$ cat src/assert_macros.svh
// ----------------------------------------------------------------------------
// assert_macros.svh
// shared assertion macros, sampled on clk_i and off while rst_ni is low
// ----------------------------------------------------------------------------
`ifndef ASSERT_MACROS_SVH
`define ASSERT_MACROS_SVH

// property must hold at every edge out of reset
`define PCD_ASSERT(lbl, prop, msg) \
  lbl: assert property (@(posedge clk_i) disable iff (!rst_ni) (prop)) else $error(msg);

// condition must never be seen
`define PCD_NEVER(lbl, cond, msg) \
  lbl: assert property (@(posedge clk_i) disable iff (!rst_ni) !(cond)) else $error(msg);

`endif

$ cat src/pcd_pkg.sv
// ----------------------------------------------------------------------------
// pcd_pkg
// types and constants of the pointer click/drag recognizer
// ----------------------------------------------------------------------------
package pcd_pkg;

  localparam int ID_BITS    = 16;
  localparam int COORD_BITS = 12;
  localparam int KEY_BITS   = 9;
  localparam int TOT_BITS   = COORD_BITS + 1;
  localparam int SQ_BITS    = 2 * COORD_BITS;
  localparam int D2_BITS    = SQ_BITS + 1;
  localparam int NBTN       = 3;
  localparam int BTN_BITS   = 2;
  localparam int CFG_IDX_BITS = 1;
  localparam int CFG_DATA_BITS = 12;

  localparam logic [CFG_IDX_BITS-1:0] CFG_ENABLED = 1'd0;
  localparam logic [CFG_IDX_BITS-1:0] CFG_SLOP    = 1'd1;

  localparam logic [BTN_BITS-1:0] BTN_LEFT   = 2'd0;
  localparam logic [BTN_BITS-1:0] BTN_MIDDLE = 2'd2;

  typedef enum logic [3:0] {
    EV_PRESSED    = 4'd0,
    EV_RELEASED   = 4'd1,
    EV_DRAG_START = 4'd2,
    EV_DRAG_END   = 4'd3,
    EV_CLICKED    = 4'd4,
    EV_FOCUSED    = 4'd5,
    EV_UNFOCUSED  = 4'd6,
    EV_SCROLLED   = 4'd7,
    EV_KEY_DOWN   = 4'd8,
    EV_KEY_UP     = 4'd9,
    EV_FRAME_DONE = 4'd10
  } ev_kind_e;

  typedef enum logic [3:0] {
    ST_IDLE, ST_KEY, ST_PRESS, ST_UNFOC, ST_FOC, ST_MUL,
    ST_DRAG, ST_REL, ST_END, ST_SCROLL, ST_DONE
  } step_e;

  // classified word handed from front to back
  typedef struct packed {
    logic                  is_key;
    logic                  key_down;
    logic [COORD_BITS-1:0] px;
    logic [COORD_BITS-1:0] py;
    logic [NBTN-1:0]       lv;
    logic [NBTN-1:0]       pr;
    logic [NBTN-1:0]       rl;
    logic                  hv;
    logic [ID_BITS-1:0]    hid;
    logic                  scr;
  } item_t;

endpackage

$ cat src/pcd_front.sv
// ----------------------------------------------------------------------------
// pcd_front
// accepts input words, finds button edges and filters key repeats
// ----------------------------------------------------------------------------
module pcd_front import pcd_pkg::*; (
  input  logic                  clk_i,
  input  logic                  rst_ni,
  input  logic                  enabled_i,
  input  logic                  in_valid_i,
  output logic                  in_ready_o,
  input  logic                  action_i,
  input  logic [COORD_BITS-1:0] pointer_x_i,
  input  logic [COORD_BITS-1:0] pointer_y_i,
  input  logic                  left_level_i,
  input  logic                  right_level_i,
  input  logic                  middle_level_i,
  input  logic                  ui_captured_i,
  input  logic                  hit_valid_i,
  input  logic [ID_BITS-1:0]    hit_id_i,
  input  logic                  scrolled_i,
  input  logic [KEY_BITS-1:0]   key_code_i,
  input  logic                  key_level_i,
  input  logic                  q_full_i,
  output logic                  push_o,
  output item_t                 item_o
);

  logic [NBTN-1:0]     prev_q, prev_d;
  logic                held_q, held_d;
  logic [KEY_BITS-1:0] code_q, code_d;
  logic                blind, acc, keep;
  logic [NBTN-1:0]     lv;

  assign in_ready_o = !q_full_i;
  assign acc        = in_valid_i && in_ready_o;
  assign blind      = !enabled_i || ui_captured_i;
  assign lv = blind ? '0 : {middle_level_i, right_level_i, left_level_i};

  always_comb begin
    prev_d = prev_q;
    held_d = held_q;
    code_d = code_q;
    keep   = 1'b0;
    item_o          = '0;
    item_o.is_key   = action_i;
    item_o.key_down = key_level_i;
    item_o.px       = pointer_x_i;
    item_o.py       = pointer_y_i;
    if (action_i) begin
      // repeated key-down and keys while disabled give nothing
      keep = enabled_i && !(key_level_i && held_q && key_code_i == code_q);
      if (acc && keep) begin
        held_d = key_level_i;
        code_d = key_code_i;
      end
    end else begin
      keep       = 1'b1;
      item_o.lv  = lv;
      item_o.pr  = lv & ~prev_q;
      item_o.rl  = ~lv & prev_q;
      item_o.hv  = !blind && hit_valid_i;
      item_o.hid = item_o.hv ? hit_id_i : '0;
      item_o.scr = !blind && scrolled_i;
      if (acc) prev_d = lv;
    end
  end

  assign push_o = acc && keep;

  always_ff @(posedge clk_i or negedge rst_ni) begin
    if (!rst_ni) begin
      prev_q <= '0;
      held_q <= 1'b0;
      code_q <= '0;
    end else begin
      prev_q <= prev_d;
      held_q <= held_d;
      code_q <= code_d;
    end
  end

endmodule

$ cat src/pcd_queue.sv
// ----------------------------------------------------------------------------
// pcd_queue
// two-entry queue between front and back
// ----------------------------------------------------------------------------
module pcd_queue import pcd_pkg::*; (
  input  logic  clk_i,
  input  logic  rst_ni,
  input  logic  push_i,
  input  item_t item_i,
  output logic  full_o,
  output logic  valid_o,
  input  logic  pop_i,
  output item_t item_o
);
  `include "assert_macros.svh"

  item_t      mem_q [2];
  logic       wr_q, rd_q;
  logic [1:0] cnt_q;
  logic       do_push, do_pop;

  assign full_o  = cnt_q == 2'd2;
  assign valid_o = cnt_q != 2'd0;
  assign item_o  = mem_q[rd_q];
  assign do_push = push_i && !full_o;
  assign do_pop  = pop_i && valid_o;

  always_ff @(posedge clk_i) begin
    if (do_push) mem_q[wr_q] <= item_i;
  end

  always_ff @(posedge clk_i or negedge rst_ni) begin
    if (!rst_ni) begin
      wr_q  <= 1'b0;
      rd_q  <= 1'b0;
      cnt_q <= 2'd0;
    end else begin
      if (do_push) wr_q <= ~wr_q;
      if (do_pop)  rd_q <= ~rd_q;
      cnt_q <= cnt_q + {1'b0, do_push} - {1'b0, do_pop};
    end
  end

  `PCD_NEVER(a_cnt_range, cnt_q == 2'd3, "queue count out of range")
  `PCD_NEVER(a_push_full, push_i && full_o, "push into full queue")

endmodule

$ cat src/pcd_back.sv
// ----------------------------------------------------------------------------
// pcd_back
// per-button sequencer: updates gesture state and emits events one by one
// ----------------------------------------------------------------------------
module pcd_back import pcd_pkg::*; (
  input  logic                       clk_i,
  input  logic                       rst_ni,
  input  logic [CFG_DATA_BITS-1:0]   slop_i,
  input  logic                       q_valid_i,
  input  item_t                      q_item_i,
  output logic                       pop_o,
  output logic                       out_valid_o,
  input  logic                       out_ready_i,
  output logic [3:0]                 event_kind_o,
  output logic [BTN_BITS-1:0]        button_o,
  output logic                       subject_valid_o,
  output logic [ID_BITS-1:0]         subject_id_o,
  output logic signed [TOT_BITS-1:0] drag_total_x_o,
  output logic signed [TOT_BITS-1:0] drag_total_y_o,
  output logic                       last_o
);
  `include "assert_macros.svh"

  step_e               step_q, step_d;
  logic [BTN_BITS-1:0] b_q, b_d;
  item_t               cur_q;

  logic [COORD_BITS-1:0] ppx_q [NBTN];
  logic [COORD_BITS-1:0] ppy_q [NBTN];
  logic [ID_BITS-1:0]    pobj_q [NBTN];
  logic [NBTN-1:0]       pv_q, drag_q;
  logic                  fv_q;
  logic [ID_BITS-1:0]    fobj_q;
  logic                  differs_q;
  logic signed [TOT_BITS-1:0] dx_q, dy_q, tx_q, ty_q;
  logic [SQ_BITS-1:0]    dx2_q, dy2_q, slop2_q;

  logic signed [TOT_BITS-1:0]   dx_d, dy_d;
  logic signed [2*TOT_BITS-1:0] dx_p, dy_p;
  logic [D2_BITS-1:0]           d2;

  logic                       want, fire, out_free, lst;
  ev_kind_e                   kind;
  logic [BTN_BITS-1:0]        btn;
  logic                       sv;
  logic [ID_BITS-1:0]         sid;
  logic signed [TOT_BITS-1:0] ox, oy;

  logic                       ov_q;
  ev_kind_e                   okind_q;
  logic [BTN_BITS-1:0]        obtn_q;
  logic                       osv_q, olast_q;
  logic [ID_BITS-1:0]         osid_q;
  logic signed [TOT_BITS-1:0] ox_q, oy_q;

  logic cond_drag, click;

  assign out_free = !ov_q || out_ready_i;

  assign dx_d = $signed({1'b0, cur_q.px}) - $signed({1'b0, ppx_q[b_q]});
  assign dy_d = $signed({1'b0, cur_q.py}) - $signed({1'b0, ppy_q[b_q]});
  assign dx_p = dx_d * dx_d;
  assign dy_p = dy_d * dy_d;
  assign d2   = {1'b0, dx2_q} + {1'b0, dy2_q};

  assign cond_drag = cur_q.lv[b_q] && pv_q[b_q];
  assign click = pv_q[b_q] && cur_q.hv && pobj_q[b_q] == cur_q.hid;

  // step sequencing and the event each step may emit
  always_comb begin
    step_d = step_q;
    b_d    = b_q;
    want   = 1'b0;
    kind   = EV_FRAME_DONE;
    btn    = b_q;
    sv     = 1'b0;
    sid    = '0;
    ox     = '0;
    oy     = '0;
    lst    = 1'b0;
    pop_o  = 1'b0;
    case (step_q)
      ST_IDLE: begin
        pop_o = q_valid_i;
        if (q_valid_i) begin
          step_d = q_item_i.is_key ? ST_KEY : ST_PRESS;
          b_d    = BTN_LEFT;
        end
      end
      ST_KEY: begin
        want   = 1'b1;
        kind   = cur_q.key_down ? EV_KEY_DOWN : EV_KEY_UP;
        btn    = BTN_LEFT;
        sv     = fv_q;
        sid    = fobj_q;
        lst    = 1'b1;
        step_d = ST_IDLE;
      end
      ST_PRESS: begin
        want   = cur_q.pr[b_q] && cur_q.hv;
        kind   = EV_PRESSED;
        sv     = 1'b1;
        sid    = cur_q.hid;
        step_d = (b_q == BTN_LEFT && cur_q.pr[b_q]) ? ST_UNFOC : ST_MUL;
      end
      ST_UNFOC: begin
        want   = differs_q && fv_q;
        kind   = EV_UNFOCUSED;
        btn    = BTN_LEFT;
        sv     = 1'b1;
        sid    = fobj_q;
        step_d = ST_FOC;
      end
      ST_FOC: begin
        want   = differs_q && cur_q.hv;
        kind   = EV_FOCUSED;
        btn    = BTN_LEFT;
        sv     = 1'b1;
        sid    = cur_q.hid;
        step_d = ST_MUL;
      end
      ST_MUL: step_d = ST_DRAG;
      ST_DRAG: begin
        want   = cond_drag && !drag_q[b_q] && d2 > {1'b0, slop2_q};
        kind   = EV_DRAG_START;
        sv     = 1'b1;
        sid    = pobj_q[b_q];
        step_d = ST_REL;
      end
      ST_REL: begin
        want   = cur_q.rl[b_q] && pv_q[b_q];
        kind   = EV_RELEASED;
        sv     = 1'b1;
        sid    = pobj_q[b_q];
        step_d = ST_END;
      end
      ST_END: begin
        want = cur_q.rl[b_q] && (drag_q[b_q] || click);
        kind = drag_q[b_q] ? EV_DRAG_END : EV_CLICKED;
        sv   = drag_q[b_q] ? pv_q[b_q] : 1'b1;
        sid  = pv_q[b_q] ? pobj_q[b_q] : '0;
        if (b_q == BTN_MIDDLE) begin
          step_d = ST_SCROLL;
        end else begin
          step_d = ST_PRESS;
          b_d    = b_q + 2'd1;
        end
      end
      ST_SCROLL: begin
        want   = cur_q.scr;
        kind   = EV_SCROLLED;
        btn    = BTN_LEFT;
        sv     = cur_q.hv;
        sid    = cur_q.hid;
        step_d = ST_DONE;
      end
      ST_DONE: begin
        want   = 1'b1;
        kind   = EV_FRAME_DONE;
        btn    = BTN_LEFT;
        ox     = tx_q;
        oy     = ty_q;
        lst    = 1'b1;
        step_d = ST_IDLE;
      end
      default: step_d = ST_IDLE;
    endcase
    fire = (step_q != ST_IDLE) && (!want || out_free);
    if (step_q != ST_IDLE && !fire) begin
      step_d = step_q;
      b_d    = b_q;
    end
  end

  always_ff @(posedge clk_i or negedge rst_ni) begin
    if (!rst_ni) begin
      step_q <= ST_IDLE;
      b_q    <= BTN_LEFT;
    end else begin
      step_q <= step_d;
      b_q    <= b_d;
    end
  end

  // payload side, no reset needed
  always_ff @(posedge clk_i) begin
    slop2_q <= slop_i * slop_i;
    if (pop_o) cur_q <= q_item_i;
    if (fire && step_q == ST_PRESS && cur_q.pr[b_q]) pobj_q[b_q] <= cur_q.hid;
    if (fire && step_q == ST_MUL) begin
      dx_q  <= dx_d;
      dy_q  <= dy_d;
      dx2_q <= dx_p[SQ_BITS-1:0];
      dy2_q <= dy_p[SQ_BITS-1:0];
    end
    if (want && fire) begin
      okind_q <= kind;
      obtn_q  <= btn;
      osv_q   <= sv;
      osid_q  <= sv ? sid : '0;
      ox_q    <= ox;
      oy_q    <= oy;
      olast_q <= lst;
    end
  end

  always_ff @(posedge clk_i or negedge rst_ni) begin
    if (!rst_ni) begin
      ppx_q     <= '{default: '0};
      ppy_q     <= '{default: '0};
      pv_q      <= '0;
      drag_q    <= '0;
      fv_q      <= 1'b0;
      fobj_q    <= '0;
      differs_q <= 1'b0;
      tx_q      <= '0;
      ty_q      <= '0;
      ov_q      <= 1'b0;
    end else begin
      if (pop_o) begin
        tx_q <= '0;
        ty_q <= '0;
      end
      if (fire) begin
        case (step_q)
          ST_PRESS: begin
            if (cur_q.pr[b_q]) begin
              ppx_q[b_q]  <= cur_q.px;
              ppy_q[b_q]  <= cur_q.py;
              pv_q[b_q]   <= cur_q.hv;
              drag_q[b_q] <= 1'b0;
            end
            differs_q <= (cur_q.hv != fv_q) || (cur_q.hv && cur_q.hid != fobj_q);
          end
          ST_FOC: begin
            if (differs_q) begin
              fv_q   <= cur_q.hv;
              fobj_q <= cur_q.hid;
            end
          end
          ST_DRAG: begin
            if (cond_drag && b_q == BTN_LEFT) begin
              tx_q <= dx_q;
              ty_q <= dy_q;
            end
            if (want) drag_q[b_q] <= 1'b1;
          end
          ST_END: begin
            if (cur_q.rl[b_q]) begin
              pv_q[b_q]   <= 1'b0;
              drag_q[b_q] <= 1'b0;
            end
          end
          default: ;
        endcase
      end
      if (want && fire)      ov_q <= 1'b1;
      else if (out_ready_i)  ov_q <= 1'b0;
    end
  end

  assign out_valid_o     = ov_q;
  assign event_kind_o    = okind_q;
  assign button_o        = obtn_q;
  assign subject_valid_o = osv_q;
  assign subject_id_o    = osid_q;
  assign drag_total_x_o  = ox_q;
  assign drag_total_y_o  = oy_q;
  assign last_o          = olast_q;

  `PCD_ASSERT(a_last_kind, (ov_q && olast_q) |-> (okind_q == EV_FRAME_DONE ||
    okind_q == EV_KEY_DOWN || okind_q == EV_KEY_UP), "last on wrong event")
  `PCD_ASSERT(a_tot_done, (ov_q && okind_q != EV_FRAME_DONE) |->
    (ox_q == '0 && oy_q == '0), "drag total outside frame done")
  `PCD_ASSERT(a_drag_pv, (step_q == ST_PRESS) |-> ((drag_q & ~pv_q) == '0),
    "drag without pressed object")

endmodule

$ cat src/pointer_click_drag_recognizer.sv
// the back pops each word in its idle step; a key word then runs its key step, while a
// pointer frame runs five steps per button, two focus steps on a left press, then
// scroll and done; each event word is registered before it reaches the outputs
// the front keeps accepting into a two-entry queue while the back works; output stalls hold it
// reset: asynchronous active low; clears gesture, focus, key and queue state, enabled=1, slop=4
// ----------------------------------------------------------------------------
// pointer_click_drag_recognizer
// click, drag, focus and key event recognizer for one pointer channel
// ----------------------------------------------------------------------------
module pointer_click_drag_recognizer import pcd_pkg::*; (
  input  logic                       clk_i,
  input  logic                       rst_ni,
  input  logic                       cfg_valid_i,
  output logic                       cfg_ready_o,
  input  logic [CFG_IDX_BITS-1:0]    cfg_index_i,
  input  logic [CFG_DATA_BITS-1:0]   cfg_data_i,
  input  logic                       in_valid_i,
  output logic                       in_ready_o,
  input  logic                       action_i,
  input  logic [COORD_BITS-1:0]      pointer_x_i,
  input  logic [COORD_BITS-1:0]      pointer_y_i,
  input  logic                       left_level_i,
  input  logic                       right_level_i,
  input  logic                       middle_level_i,
  input  logic                       ui_captured_i,
  input  logic                       hit_valid_i,
  input  logic [ID_BITS-1:0]         hit_id_i,
  input  logic                       scrolled_i,
  input  logic [KEY_BITS-1:0]        key_code_i,
  input  logic                       key_level_i,
  output logic                       out_valid_o,
  input  logic                       out_ready_i,
  output logic [3:0]                 event_kind_o,
  output logic [BTN_BITS-1:0]        button_o,
  output logic                       subject_valid_o,
  output logic [ID_BITS-1:0]         subject_id_o,
  output logic signed [TOT_BITS-1:0] drag_total_x_o,
  output logic signed [TOT_BITS-1:0] drag_total_y_o,
  output logic                       last_o
);

  logic                     enabled_q;
  logic [CFG_DATA_BITS-1:0] slop_q;
  logic  q_full, q_valid, push, pop;
  item_t f_item, q_item;

  assign cfg_ready_o = 1'b1;

  always_ff @(posedge clk_i or negedge rst_ni) begin
    if (!rst_ni) begin
      enabled_q <= 1'b1;
      slop_q    <= CFG_DATA_BITS'(4);
    end else if (cfg_valid_i) begin
      case (cfg_index_i)
        CFG_ENABLED: enabled_q <= cfg_data_i[0];
        CFG_SLOP:    slop_q    <= cfg_data_i;
        default: ;
      endcase
    end
  end

  pcd_front u_front (
    .clk_i, .rst_ni,
    .enabled_i (enabled_q),
    .in_valid_i, .in_ready_o,
    .action_i, .pointer_x_i, .pointer_y_i,
    .left_level_i, .right_level_i, .middle_level_i,
    .ui_captured_i, .hit_valid_i, .hit_id_i, .scrolled_i,
    .key_code_i, .key_level_i,
    .q_full_i  (q_full),
    .push_o    (push),
    .item_o    (f_item)
  );

  pcd_queue u_queue (
    .clk_i, .rst_ni,
    .push_i  (push),
    .item_i  (f_item),
    .full_o  (q_full),
    .valid_o (q_valid),
    .pop_i   (pop),
    .item_o  (q_item)
  );

  pcd_back u_back (
    .clk_i, .rst_ni,
    .slop_i    (slop_q),
    .q_valid_i (q_valid),
    .q_item_i  (q_item),
    .pop_o     (pop),
    .out_valid_o, .out_ready_i,
    .event_kind_o, .button_o, .subject_valid_o, .subject_id_o,
    .drag_total_x_o, .drag_total_y_o, .last_o
  );

endmodule

$ cat config.mk
export PLATFORM = sky130hd
export DESIGN_NAME = pointer_click_drag_recognizer
export DESIGN_NICKNAME = d
export VERILOG_FILES = /design/src/pcd_pkg.sv /design/src/pcd_front.sv /design/src/pcd_queue.sv /design/src/pcd_back.sv /design/src/pointer_click_drag_recognizer.sv
export VERILOG_INCLUDE_DIRS = /design/src /design/src/src
export SDC_FILE = /design/constraint.sdc
export NUM_CORES = 2
export LEC_CHECK = 0
export BUFFER_PORTS_ARGS = -buffer_cell sky130_fd_sc_hd__buf_2
export CAP_MARGIN = 20
export CORE_MARGIN = 10
export CORE_UTILIZATION = 45
export DETAILED_ROUTE_END_ITERATION = 7
export REMOVE_ABC_BUFFERS = 1
export SYNTH_ARGS = -nofsm -noshare
export SYNTH_HDL_FRONTEND = slang
export SYNTH_SLANG_ARGS = --single-unit
export TNS_END_PERCENT = 100
$ cat constraint.sdc
create_clock -name clk_i -period 16.3 [get_ports clk_i]
set_clock_uncertainty 0.2 [all_clocks]
set_input_delay 2.445 -clock clk_i [delete_from_list [all_inputs] [get_ports clk_i]]
set_output_delay 2.445 -clock clk_i [all_outputs]
set_load 0.05 [all_outputs]
==> results.txt <==
start of the worst register-to-register path: u_back.b_q[1]
routed wirelength normalized by instance count: 17.93 um
instance area after placement: 0.03862 mm^2
initial core utilization: 0.4551
post-synth top area share: 0.2662
number of flops mapped to enable cells by yosys: 326
worst endpoint data arrival time: 10.31 ns
clock network latency to the later pin of the worst-skew pair: 0.63 ns
CTS H-tree depth: 2
result of the run: completed
Reg-to-Reg End: u_back.dx2_q[23]
endpoints failing hold: 0
Most used DFF post-synth: edfxtp_1
end point of the critical path: u_back.dx2_q[23]
routed metal-1 wire length: 36.85 mm
core region area: 0.08081 mm^2
number of antenna violations at the first check in global routing: 3
setup repair after global routing missed its margin: no
max-cap viol count: 0
clk sinks: 508
ratio of routed vias to standard cells: 5.157
number of clock buffers inserted by TritonCTS: 57
number of fill cells: 7,233
detailed-routed wire length on met2: 36.74 mm
count of routing violations after the opening detailed-route iteration: 1,509
via count of the first global-routing pass: 24,090
Hold WS: 0.3031 ns
drt drc: 0
total global-route track usage: 0.1732
proportion of synthesized flip-flops having asynchronous set or reset: 0.3130
max layer used: met5
most frequent cell on the critical path: fa_1
P&R area growth vs syn: 10.11%
share of the clock period used by the worst path: 0.6228
worst hold path class: reg2reg
number of port buffers: 126
wire length of the first global-routing pass: 131.4 mm
top-level I/O count: 128
residual overflow from global routing: 0
ratio of cells with drive above 1 in the final layout: 0.1392
time the worst path needs with I/O delays and setup: 10.15 ns
hold_buf cts: 0
Root Driver: clkbuf_16
gpl congestion: 0.8769
maximum cell stage delay along the critical path: 0.73 ns
final routed wirelength across all metal layers: 79.49 mm
die width: 305.9 um
Yosys warning count: 0
total via count in the routed design: 22,860
Worst slew margin: 0.3004
count of final max-slew check failures: 0
setup-violating endpoint count in the final report: 0
DPL Wire Length: 59.92 mm
Synth area leaders: edfxtp_1 27%, fa_1 19%, dfrtp_1 11%
library cell with the largest summed area after synthesis: edfxtp_1
worst reg2reg setup slack: 6.15 ns
first-pass iteration count of the detailed router: 7
total of cells resized after clock tree synthesis: 0
maximum clock rate: 0.09850 GHz
kind of capture point of the worst setup path: flip-flop
slew at the pin closest to its max-slew limit: 1.046 ns
sequential element share of the synthesized area: 0.3870
number of distinct library cells after synthesis: 82
clock-pin slew of the registers on the worst-case setup and hold paths: 0.06 ns
Setup TNS Final: 0 ns
Die Span Y: 305.9 um
setup fix buffers added after clock tree synthesis: 0
net total in the final layout: 4,000
met3 WL post-DR: 4.279 mm
CP max-delay cell: buf_4
Clock Path Buffers: 3
Required @ worst endpoint: 16.46 ns
cells after synthesis: 3,191
post-layout instance area: 0.04049 mm^2
Routed Antenna Nets: 0
Worst Path Max Fanout: 70
Critical Path Start Type: flip-flop
TritonCTS clock tree: built
Site Rows: 104
Yosys reg bits: 508
Post-Syn Area per Cell: 11.52 um^2
top cells by count, synth: 514 x inv_1, 344 x fa_1, 326 x edfxtp_1
die area: 0.09355 mm^2
top-count cell post-synth: inv_1
largest net degree at the start of global routing: 71
cell area after technology mapping: 0.03677 mm^2
Register-to-Register Path Depth: 30
Critical path origin: u_back.b_q[1]
kind of critical path: reg2reg
-- per-layer routing --
layer / global-route usage / vias to the layer above
li1: - / 10930
met4: 0.03877 / 2
met5: 0 / -
met1: 0.2438 / 11350
met3: 0.02798 / 89
met2: 0.2792 / 501
-- through the flow --
| step | setup slack [ns] | util | cells |
|---|---|---|---|
| floorplan | 5.999 | - | 3100 |
| global placement | 6.469 | 0.4776 | 4319 |
| detailed placement | 6.268 | 0.4779 | 4321 |
| CTS | 6.235 | 0.5009 | 4429 |
| global route | 5.486 | 0.5009 | 4429 |
| finish | 6.148 | 0.5010 | 4434 |
-- registers in the layout, summed over array words and instances, names as in the netlist, 3 cells and up, named ones only --
name	flops
u_back.dy_q	12
u_back.subject_id_o	16
slop_q	12
u_front.code_q	9
u_back.ppx_q	36
u_back.pobj_q	48
u_back.pv_q	3
u_front.prev_q	3
u_back.step_q	4
u_back.ty_q	13
u_back.tx_q	13
u_back.drag_total_y_o	13
u_back.cur_q	52
u_back.dx_q	12
u_back.event_kind_o	4
u_back.dy2_q	23
u_back.dx2_q	23
u_back.fobj_q	16
u_back.ppy_q	36
u_back.slop2_q	23
u_queue.mem_q	106
u_back.drag_total_x_o	13
-- final cells by class --
cell class	instances	area (um^2)	area share
Antenna cell	5	12.51	0.0003090
Clock buffer	75	1555	0.03841
Clock inverter	33	299.0	0.007386
Inverter	522	1959	0.04839
Multi-Input combinational cell	2070	20190	0.4986
Sequential cell	508	14230	0.3516
Tap cell	1060	1326	0.03276
Timing Repair Buffer	161	914.6	0.02259
-- placed cells by master, fill, tap and decap left out, types with 101 or more instances in the layout --
cell type / synthesis / layout
nor2_1: 174 / 171
ha_1: 261 / 261
fa_1: 344 / 344
buf_2: 9 / 125
inv_1: 514 / 513
dfrtp_1: 157 / 154
a21oi_1: 101 / 101
xnor2_1: 121 / 121
nand2_1: 228 / 228
edfxtp_1: 326 / 326
mux2_2: 134 / 134
-- how the worst min path moves through the flow --
stage	end	depth (start not counted)	startpoint
after floorplan	u_queue.wr_q	1	u_queue.wr_q
after global placement	u_back.tx_q[1]	2	u_back.dx_q[1]
after detailed placement	u_back.ppx_q[27]	1	u_back.ppx_q[27]
after CTS	u_back.ppx_q[27]	1	u_back.ppx_q[27]
after global routing	u_back.ppx_q[26]	1	u_back.ppx_q[26]
final	u_back.ppx_q[30]	1	u_back.ppx_q[30]
-- worst max-delay path, delay by kind of cell (launching register included) --
family	cells	cell delay, ns
fa+ha+maj	8	3.35
compound gates	12	3.13
xor+xnor	2	0.73
flops	1	0.33
simple gates	3	0.70
buf+inv	5	1.43
-- kinds of logic (layout without fill, tap and decap cells) --
group                      count (synthesis)  count (layout)  synth area share
muxes                                    250             250           0.07795
other                                      2               7         0.0002042
AOI/OAI and AO/OA                        352             352           0.06428
buffers and inverters                    613             791           0.06564
xor gates and xnor gates                 163             163           0.03882
DFF                                      508             508            0.3870
adders and majority gates                605             605            0.2761
and+or+nand+nor                          698             698           0.09000
Power is left out: the tool's default activity adds up to more than one toggle a clock period on the data nets, which glitch-free logic cannot reach.
